`src/hdl/psms_pkg.sv`:
```
// Package for the pedal status message scheduler: widths, beat layout,
// register indexes, reset values, frame type and the saturating increment.
// No dependencies.
`default_nettype none

package psms_pkg;

    // Field widths
    localparam int TIMER_W    = 16;
    localparam int REPEAT_W   = 3;
    localparam int FRAME_ID_W = 11;
    localparam int BYTE_W     = 8;
    localparam int POS_W      = 10;
    localparam int LEN_W      = 2;
    localparam int FREE_W     = 2;

    // Configuration port
    localparam int CFG_IDX_W  = 3;
    localparam int CFG_DATA_W = 16;

    // Input beat layout, lowest bit first
    localparam int IN_TICK_LSB   = 0;
    localparam int IN_RXID_LSB   = 1;
    localparam int IN_RXBYTE_LSB = 12;
    localparam int IN_PARK_LSB   = 20;
    localparam int IN_BRAKE_LSB  = 21;
    localparam int IN_SAMPLE_LSB = 22;
    localparam int IN_FREE_LSB   = 32;
    localparam int IN_TDATA_W    = 40;
    localparam int IN_TUSER_W    = 2;
    localparam int IN_USER_RXV   = 0;
    localparam int IN_USER_SMPV  = 1;

    // Output beat layout, lowest bit first
    localparam int OUT_ID_LSB   = 0;
    localparam int OUT_LEN_LSB  = 11;
    localparam int OUT_PAY_LSB  = 13;
    localparam int OUT_TDATA_W  = 24;

    localparam logic [TIMER_W-1:0] TIMER_MAX = '1;

    // Frame lengths
    localparam logic [LEN_W-1:0] LEN_STATE = 2'd1;
    localparam logic [LEN_W-1:0] LEN_ACCEL = 2'd2;

    // Register reset values
    localparam logic [TIMER_W-1:0]    RST_PARK_PERIOD  = 16'd100;
    localparam logic [TIMER_W-1:0]    RST_BRAKE_PERIOD = 16'd100;
    localparam logic [TIMER_W-1:0]    RST_ACCEL_PERIOD = 16'd20;
    localparam logic [REPEAT_W-1:0]   RST_REPEAT_LIMIT = 3'd5;
    localparam logic [FRAME_ID_W-1:0] RST_FRAME_ID     = 11'd0;

    // Register indexes on the configuration port
    typedef enum logic [CFG_IDX_W-1:0] {
        REG_PARK_PERIOD,
        REG_BRAKE_PERIOD,
        REG_ACCEL_PERIOD,
        REG_PARK_REPEAT,
        REG_PARK_ACK_ID,
        REG_PARK_ID,
        REG_BRAKE_ID,
        REG_ACCEL_ID
    } cfg_reg_t;

    // One outgoing frame
    typedef struct packed {
        logic [FRAME_ID_W-1:0] frame_id;
        logic [LEN_W-1:0]      frame_len;
        logic [POS_W-1:0]      frame_payload;
        logic                  last_frame;
    } frame_t;

    // Saturating ms count
    function automatic logic [TIMER_W-1:0] sat_inc(input logic [TIMER_W-1:0] t);
        return (t == TIMER_MAX) ? TIMER_MAX : t + 1'b1;
    endfunction

endpackage

`default_nettype wire

```
`src/hdl/pedal_status_message_scheduler_unit.sv`:
```
// Pedal status message scheduler: one work-loop pass per input beat,
// up to three frames per pass. Depends on psms_pkg.
//
// Usage:
//   s_ channel: one beat per pass. s_tdata holds ms_tick, rx_frame_id,
//   rx_first_byte, park_level, brake_level, accel_sample, tx_free;
//   s_tuser holds rx_valid and sample_valid.
//   m_ channel: one beat per frame (frame_id, frame_len, frame_payload),
//   in the order park, brake, accelerator; m_tlast marks the last frame
//   of a pass. A pass that sends nothing produces no beat.
//   cfg channel: register index and data, always ready; write only while
//   the block is idle.
// Path: an accepted beat is held in the input register, then its frames
//   are loaded into the three-slot frame buffer that drives the m_ channel.
// Throughput: while m_tready is high, one pass per cycle while passes send
//   at most one frame; a pass with more frames holds the frame buffer until
//   its last frame is taken, as the buffer drains one frame per cycle on m_.
// Reset: synchronous, active low; clears timers, latched states, repeat
//   count, buffers, and loads the register defaults.
// Stall: with m_tready low the head frame holds; one more pass waits in
//   the input register, then s_tready drops.
`default_nettype none

module pedal_status_message_scheduler_unit (
    input  logic                               aclk,
    input  logic                               aresetn,
    input  logic                               s_tvalid,
    output logic                               s_tready,
    // ms_tick, rx_frame_id, rx_first_byte, park_level, brake_level,
    // accel_sample, tx_free, zero pad
    input  logic [psms_pkg::IN_TDATA_W-1:0]    s_tdata,
    // rx_valid, sample_valid
    input  logic [psms_pkg::IN_TUSER_W-1:0]    s_tuser,
    output logic                               m_tvalid,
    input  logic                               m_tready,
    // frame_id, frame_len, frame_payload, zero pad
    output logic [psms_pkg::OUT_TDATA_W-1:0]   m_tdata,
    output logic                               m_tlast,
    input  logic                               cfg_valid,
    output logic                               cfg_ready,
    input  logic [psms_pkg::CFG_IDX_W-1:0]     cfg_index,
    input  logic [psms_pkg::CFG_DATA_W-1:0]    cfg_data
);
    import psms_pkg::*;

    // Configuration registers
    logic [TIMER_W-1:0]    park_period_reg, brake_period_reg, accel_period_reg;
    logic [REPEAT_W-1:0]   repeat_limit_reg;
    logic [FRAME_ID_W-1:0] ack_id_reg, park_id_reg, brake_id_reg, accel_id_reg;

    // Scheduler state
    logic                  park_state_reg, park_state_next;
    logic                  brake_state_reg, brake_state_next;
    logic [POS_W-1:0]      accel_pos_reg, accel_pos_next;
    logic [REPEAT_W-1:0]   repeats_reg, repeats_next;
    logic [TIMER_W-1:0]    park_timer_reg, park_timer_next;
    logic [TIMER_W-1:0]    brake_timer_reg, brake_timer_next;
    logic [TIMER_W-1:0]    accel_timer_reg, accel_timer_next;

    // Input register
    logic                  in_vld_reg;
    logic [IN_TDATA_W-1:0] in_data_reg;
    logic [IN_TUSER_W-1:0] in_user_reg;

    // Frame buffer, slot 0 is the head
    logic   slot_vld_reg [3];
    logic   slot_vld_next [3];
    frame_t slot_reg [3];
    frame_t slot_next [3];

    // Pass decode
    logic                  tick, rx_valid, park_level, brake_level, sample_valid;
    logic [FRAME_ID_W-1:0] rx_id;
    logic [BYTE_W-1:0]     rx_byte;
    logic [POS_W-1:0]      sample;
    logic [FREE_W-1:0]     tx_free;

    logic                  take, room, fire;
    logic                  ack, park_chg, brake_chg;
    logic [REPEAT_W-1:0]   rep_mid;
    logic [TIMER_W-1:0]    pt_mid, bt_mid, at_mid;
    logic [POS_W-1:0]      pos_mid;
    logic                  park_send, brake_send, accel_send;
    logic                  send [3];
    frame_t                cand [3];
    logic                  new_vld [3];
    frame_t                new_slot [3];

    assign tick         = in_data_reg[IN_TICK_LSB];
    assign rx_id        = in_data_reg[IN_RXID_LSB +: FRAME_ID_W];
    assign rx_byte      = in_data_reg[IN_RXBYTE_LSB +: BYTE_W];
    assign park_level   = in_data_reg[IN_PARK_LSB];
    assign brake_level  = in_data_reg[IN_BRAKE_LSB];
    assign sample       = in_data_reg[IN_SAMPLE_LSB +: POS_W];
    assign tx_free      = in_data_reg[IN_FREE_LSB +: FREE_W];
    assign rx_valid     = in_user_reg[IN_USER_RXV];
    assign sample_valid = in_user_reg[IN_USER_SMPV];

    // Handshakes: a pass runs once the buffer is empty after this cycle's beat
    assign take      = slot_vld_reg[0] && m_tready;
    assign room      = !slot_vld_reg[0] || (take && !slot_vld_reg[1]);
    assign fire      = in_vld_reg && room;
    assign s_tready  = !in_vld_reg || fire;
    assign cfg_ready = 1'b1;

    // Configuration writes
    always_ff @(posedge aclk) begin
        if (!aresetn) begin
            park_period_reg  <= RST_PARK_PERIOD;
            brake_period_reg <= RST_BRAKE_PERIOD;
            accel_period_reg <= RST_ACCEL_PERIOD;
            repeat_limit_reg <= RST_REPEAT_LIMIT;
            ack_id_reg       <= RST_FRAME_ID;
            park_id_reg      <= RST_FRAME_ID;
            brake_id_reg     <= RST_FRAME_ID;
            accel_id_reg     <= RST_FRAME_ID;
        end else if (cfg_valid) begin
            case (cfg_reg_t'(cfg_index))
                REG_PARK_PERIOD:  park_period_reg  <= cfg_data;
                REG_BRAKE_PERIOD: brake_period_reg <= cfg_data;
                REG_ACCEL_PERIOD: accel_period_reg <= cfg_data;
                REG_PARK_REPEAT:  repeat_limit_reg <= cfg_data[REPEAT_W-1:0];
                REG_PARK_ACK_ID:  ack_id_reg       <= cfg_data[FRAME_ID_W-1:0];
                REG_PARK_ID:      park_id_reg      <= cfg_data[FRAME_ID_W-1:0];
                REG_BRAKE_ID:     brake_id_reg     <= cfg_data[FRAME_ID_W-1:0];
                REG_ACCEL_ID:     accel_id_reg     <= cfg_data[FRAME_ID_W-1:0];
                default: ;
            endcase
        end
    end

    // Tick, acknowledge, level changes and sample latch
    always_comb begin
        pt_mid    = tick ? sat_inc(park_timer_reg)  : park_timer_reg;
        bt_mid    = tick ? sat_inc(brake_timer_reg) : brake_timer_reg;
        at_mid    = tick ? sat_inc(accel_timer_reg) : accel_timer_reg;
        ack       = rx_valid && (rx_id == ack_id_reg)
                    && (rx_byte == BYTE_W'(park_state_reg));
        park_chg  = park_level != park_state_reg;
        brake_chg = brake_level != brake_state_reg;
        rep_mid   = ack ? '0 : repeats_reg;
        if (park_chg) begin
            rep_mid = repeat_limit_reg;
            pt_mid  = sat_inc(park_period_reg);
        end
        if (brake_chg) begin
            bt_mid = sat_inc(brake_period_reg);
        end
        pos_mid = sample_valid ? sample : accel_pos_reg;
    end

    // Due messages, limited by free transmit buffers
    always_comb begin
        park_send  = (rep_mid != '0) && (pt_mid >= park_period_reg) && (tx_free != '0);
        brake_send = (bt_mid >= brake_period_reg) && (tx_free > FREE_W'(park_send));
        accel_send = (at_mid >= accel_period_reg)
                     && (tx_free > (FREE_W'(park_send) + FREE_W'(brake_send)));
    end

    // State update for the pass
    always_comb begin
        park_state_next  = park_state_reg;
        brake_state_next = brake_state_reg;
        accel_pos_next   = accel_pos_reg;
        repeats_next     = repeats_reg;
        park_timer_next  = park_timer_reg;
        brake_timer_next = brake_timer_reg;
        accel_timer_next = accel_timer_reg;
        if (fire) begin
            park_state_next  = park_level;
            brake_state_next = brake_level;
            accel_pos_next   = pos_mid;
            repeats_next     = park_send ? rep_mid - 1'b1 : rep_mid;
            park_timer_next  = park_send  ? '0 : pt_mid;
            brake_timer_next = brake_send ? '0 : bt_mid;
            accel_timer_next = accel_send ? '0 : at_mid;
        end
    end

    // Pack sent frames into consecutive slots and mark the last one
    always_comb begin
        logic [1:0] idx;
        idx     = '0;
        send[0] = park_send;
        send[1] = brake_send;
        send[2] = accel_send;
        cand[0] = '{frame_id: park_id_reg, frame_len: LEN_STATE,
                    frame_payload: POS_W'(park_level), last_frame: 1'b0};
        cand[1] = '{frame_id: brake_id_reg, frame_len: LEN_STATE,
                    frame_payload: POS_W'(brake_level), last_frame: 1'b0};
        cand[2] = '{frame_id: accel_id_reg, frame_len: LEN_ACCEL,
                    frame_payload: pos_mid, last_frame: 1'b0};
        for (int k = 0; k < 3; k++) begin
            new_vld[k]  = 1'b0;
            new_slot[k] = '0;
        end
        for (int i = 0; i < 3; i++) begin
            if (send[i]) begin
                new_vld[idx]  = 1'b1;
                new_slot[idx] = cand[i];
                idx           = idx + 1'b1;
            end
        end
        new_slot[0].last_frame = new_vld[0] && !new_vld[1];
        new_slot[1].last_frame = new_vld[1] && !new_vld[2];
        new_slot[2].last_frame = new_vld[2];
    end

    // Frame buffer: shift on a taken beat, load on a pass
    always_comb begin
        for (int k = 0; k < 3; k++) begin
            slot_vld_next[k] = slot_vld_reg[k];
            slot_next[k]     = slot_reg[k];
        end
        if (take) begin
            slot_vld_next[0] = slot_vld_reg[1];
            slot_vld_next[1] = slot_vld_reg[2];
            slot_vld_next[2] = 1'b0;
            slot_next[0]     = slot_reg[1];
            slot_next[1]     = slot_reg[2];
        end
        if (fire) begin
            for (int k = 0; k < 3; k++) begin
                slot_vld_next[k] = new_vld[k];
                slot_next[k]     = new_slot[k];
            end
        end
    end

    // Control and state registers
    always_ff @(posedge aclk) begin
        if (!aresetn) begin
            in_vld_reg      <= 1'b0;
            park_state_reg  <= 1'b0;
            brake_state_reg <= 1'b0;
            accel_pos_reg   <= '0;
            repeats_reg     <= '0;
            park_timer_reg  <= '0;
            brake_timer_reg <= '0;
            accel_timer_reg <= '0;
            for (int k = 0; k < 3; k++) begin
                slot_vld_reg[k] <= 1'b0;
            end
        end else begin
            if (s_tready) begin
                in_vld_reg <= s_tvalid;
            end
            park_state_reg  <= park_state_next;
            brake_state_reg <= brake_state_next;
            accel_pos_reg   <= accel_pos_next;
            repeats_reg     <= repeats_next;
            park_timer_reg  <= park_timer_next;
            brake_timer_reg <= brake_timer_next;
            accel_timer_reg <= accel_timer_next;
            for (int k = 0; k < 3; k++) begin
                slot_vld_reg[k] <= slot_vld_next[k];
            end
        end
    end

    // Payload registers
    always_ff @(posedge aclk) begin
        if (s_tready && s_tvalid) begin
            in_data_reg <= s_tdata;
            in_user_reg <= s_tuser;
        end
        for (int k = 0; k < 3; k++) begin
            slot_reg[k] <= slot_next[k];
        end
    end

    // Result beat
    assign m_tvalid = slot_vld_reg[0];
    assign m_tlast  = slot_reg[0].last_frame;
    assign m_tdata  = {1'b0, slot_reg[0].frame_payload, slot_reg[0].frame_len,
                       slot_reg[0].frame_id};

endmodule

`default_nettype wire

```
`config.mk`:
```
export PLATFORM = sky130hd
export DESIGN_NAME = pedal_status_message_scheduler_unit
export DESIGN_NICKNAME = d
export VERILOG_FILES = /design/src/hdl/psms_pkg.sv /design/src/hdl/pedal_status_message_scheduler_unit.sv
export SDC_FILE = /design/constraint.sdc
export NUM_CORES = 1
export LEC_CHECK = 0
export BUFFER_PORTS_ARGS = -buffer_cell sky130_fd_sc_hd__buf_2
export CELL_PAD_IN_SITES_DETAIL_PLACEMENT = 1
export CELL_PAD_IN_SITES_GLOBAL_PLACEMENT = 1
export CORE_AREA = 2 2 173 175
export CTS_CLUSTER_DIAMETER = 40
export DETAILED_ROUTE_END_ITERATION = 16
export DIE_AREA = 0 0 175 177
export PLACE_DENSITY_LB_ADDON = 0.08
export RECOVER_POWER = 100
export SYNTH_ARGS = -nofsm -noshare
export SYNTH_HDL_FRONTEND = slang
export SYNTH_SLANG_ARGS = --single-unit
```
`constraint.sdc`:
```
create_clock -name aclk -period 8.15 [get_ports aclk]
set_clock_uncertainty 0.2 [all_clocks]
set_input_delay 0.815 -clock aclk [delete_from_list [all_inputs] [get_ports aclk]]
set_output_delay 0.815 -clock aclk [all_outputs]
set_load 0.05 [all_outputs]
```
==> results.sh <==
export IMPL_status="complete, but fails checks"
export IMPL_violations="capacitance limit, slew limit"
export IMPL_p_leak_nw=5.63
export IMPL_grt_pass1_vias=11700
export IMPL_io_buffer_count=85
export IMPL_stdcell_area_sq_mm=0.0154
export IMPL_start_kind="register"
export IMPL_max_freq_ghz=0.140
export IMPL_largest_reg_flops=70
export IMPL_final_net_count=1657
export IMPL_peakVddDrop_mv=0.167
export IMPL_numCtsBuffers=44
export IMPL_yosys_top_cells_area="dfxtp_1 (24%), edfxtp_1 (24%), nand2_1 (8.6%)"
export IMPL_yosysSeqAreaShare=0.476
export IMPL_netlist_instances=1480
export IMPL_routabilityCongestion=0.819
export IMPL_fin_crit_sh=0.877
export IMPL_cts_setup_buffers=0
export IMPL_coreArea_sq_mm=0.0292
export IMPL_fp_dieW_um=175
export IMPL_die_h_um=177
export IMPL_drc=0
export IMPL_antenna_found_initial=3
export IMPL_htreeDepth=2
export IMPL_synthFlopType="dfxtp_1"
export IMPL_setup_viol=0
export IMPL_synth_nets=1607
export IMPL_synthArstFlopShare=0
export IMPL_post_cts_resized=0
export IMPL_p_per_area_mw_per_mm2=246
export IMPL_cts_clk_slew_worst_paths_ps=50
export IMPL_cp_required_ps=8340
export IMPL_ios=94
export IMPL_clock_sinks=268
export IMPL_fill_cells=3372
export IMPL_first_pass_iters=5
export IMPL_rsz0062_at_grt="no"
export IMPL_endpoint_kind="register"
export IMPL_synth_distinct_cells=71
export IMPL_placed_area_sq_mm=0.0141
export IMPL_row_count=63
export IMPL_dp_cells=1874
export IMPL_worstMarginPinSlew_ps=3930
export IMPL_synth_top_area_frac=0.240
export IMPL_ant_nets=0
export IMPL_syn_avg_cell_area_sq_um=9.12
export IMPL_grt_start_max_net_pins=81
export IMPL_hold_path_class="in2reg"
export IMPL_slew_headroom=-1.62
export IMPL_synth_edff_count=106
export IMPL_cts_root_buffer="clkbuf_16"
export IMPL_grt_first_pass_wirelength_mm=62.6
export IMPL_rr_startpoint="park_period_reg[0]"
export IMPL_finalHoldViolations=0
export IMPL_yosys_area_top_type="dfxtp_1"
export IMPL_period_minus_slack_ps=7140
export IMPL_path_max_fanout=18
export IMPL_synth_warnings=0
export IMPL_drt_wl_total_mm=39.6
export IMPL_worstSetupPathType="reg2reg"
export IMPL_drt_iter0_markers=561
export IMPL_ctsHoldBuffers=0
export IMPL_wl_per_cell_um=20.2
export IMPL_syn_to_final_growth_pct=14.4
export IMPL_start_util=0.462
export IMPL_grt_usage=0.255
export IMPL_worstSetupStartpoint="park_period_reg[0]"
export IMPL_layout_drive_gt1_share=0.0990
export IMPL_insertion_delay_ps=550
export IMPL_maxCapViolCount=7
export IMPL_hpwl_mm=26.5
export IMPL_hp_start="s_tdata[33]"
export IMPL_cts_buffer_depth=3
export IMPL_crit_arrival_ps=7330
export IMPL_ys_ff_latch=268
export IMPL_grt_ovfl_total=0
export IMPL_slew_violations=309
export IMPL_synth_area_sq_mm=0.0135
export IMPL_fin_tns_setup_ps=0
export IMPL_vias=11200
export IMPL_viasPerCell=5.72
export IMPL_die_area_sq_mm=0.0310
export IMPL_cts_tree="done"
export IMPL_layout_cells_non_filler=1959
## cells by family after synthesis
family                     share of synthesized area
and+or+nand+nor                                0.188
AOI/OAI and AO/OA                              0.162
DFF                                            0.476
buffers and inverters                         0.0561
xor gates and xnor gates                      0.0493
adders and majority gates                     0.0565
muxes                                         0.0120
other                                       0.000556
## final timing paths
| check | to | slack (ps) | cells after the start |
|---|---|---|---|
| worst max-delay path | slot_reg[0][43] | 1010 | 20 |
| worst min-delay path | in_data_reg[33] | 240 | 1 |
| worst max register to register | slot_reg[0][43] | 1010 | 20 |
| worst min register to register | accel_period_reg[11] | 250 | 2 |
## worst max-delay path, stage by stage, from the launching register on
cell and delay (ps):
dfxtp_1 380, ha_1 280, nand4_1 270, nor2_1 130, a31oi_1 170, clkbuf_1 660
a22oi_1 240, ha_1 370, a41oi_1 240, o21ai_0 120, a21oi_1 190, o21ai_0 170
o21ai_2 170, clkbuf_1 810, ha_1 420, ha_1 210, nor2b_1 190, o21ai_0 190
nor2_2 670, and3_1 640, a221o_1 270
## cells in the final DEF, fill, tap and decap left out, types with 4 or more instances in the layout
cell | Yosys | final
xor2_1 | 21 | 21
a21o_1 | 6 | 6
ha_1 | 61 | 61
o22ai_1 | 12 | 12
a31oi_1 | 20 | 20
clkinvlp_4 | 0 | 4
buf_2 | 11 | 53
and2_1 | 13 | 13
nand3_1 | 54 | 54
nor2_1 | 57 | 56
inv_6 | 0 | 8
o21a_1 | 5 | 5
a22oi_1 | 24 | 24
nand2_1 | 311 | 311
mux2i_1 | 15 | 15
and3_1 | 21 | 21
or3_1 | 6 | 6
clkbuf_1 | 54 | 50
buf_4 | 26 | 10
a21oi_1 | 144 | 143
and4_1 | 10 | 10
nand2b_1 | 6 | 5
dfxtp_1 | 162 | 162
clkinv_2 | 0 | 4
edfxtp_1 | 106 | 106
clkinv_1 | 0 | 4
a22o_1 | 29 | 29
xnor2_1 | 55 | 55
inv_1 | 63 | 64
clkbuf_16 | 0 | 45
a221o_1 | 15 | 15
nor3_1 | 16 | 16
o21ai_0 | 36 | 37
nor2b_1 | 8 | 8
nand4_1 | 37 | 37
o211ai_1 | 13 | 13
## layer usage
layer,up-vias,part of all wire,global-route usage
met1,5537,0.45,0.336
met3,61,0.049,0.0427
li1,5353,-,-
met5,-,0,0
met4,0,0.020,0.0677
met2,246,0.48,0.437
## power by group
group          internal (mW)  total (mW)  switching [mW]  leakage [nW]
Clock                   1.14        1.82           0.683         0.698
Combinational          0.139       0.464           0.324          2.61
Sequential              1.47        1.51          0.0417          2.32
## through the flow
step	hold WS [ps]	utilization	power [mW]	setup WS (ps)
2_1_floorplan	236	-	1.86	1790
6_report	241	0.528	3.80	1010
3_5_place_dp	248	0.481	2.00	1630
5_1_grt	229	0.528	3.94	638
3_3_place_gp	240	0.481	1.99	1730
4_1_cts	223	0.531	3.84	1520
## Yosys cell counts (7+ instances only)
| library cell | instances |
|---|---|
| a21oi_1 | 144 |
| a221o_1 | 15 |
| a22o_1 | 29 |
| a22oi_1 | 24 |
| a31oi_1 | 20 |
| and2_1 | 13 |
| and3_1 | 21 |
| and4_1 | 10 |
| buf_1 | 7 |
| buf_2 | 11 |
| buf_4 | 26 |
| clkbuf_1 | 54 |
| dfxtp_1 | 162 |
| edfxtp_1 | 106 |
| ha_1 | 61 |
| inv_1 | 63 |
| mux2i_1 | 15 |
| nand2_1 | 311 |
| nand3_1 | 54 |
| nand4_1 | 37 |
| nor2_1 | 57 |
| nor2b_1 | 8 |
| nor3_1 | 16 |
| o211ai_1 | 13 |
| o21ai_0 | 36 |
| o22ai_1 | 12 |
| xnor2_1 | 55 |
| xor2_1 | 21 |
## cell type report
type                    instances  area [sq um]  area share
clock buffers                  55          1180      0.0767
inverters                      65           245      0.0159
flip-flops and latches        268          6430       0.416
repair buffers                105           498      0.0323
well taps                     390           488      0.0316
multi-input cells            1046          6330       0.410
clock inverters                27           263      0.0170
diodes                          3          7.51    0.000486
(Power assumes the default switching activity.)
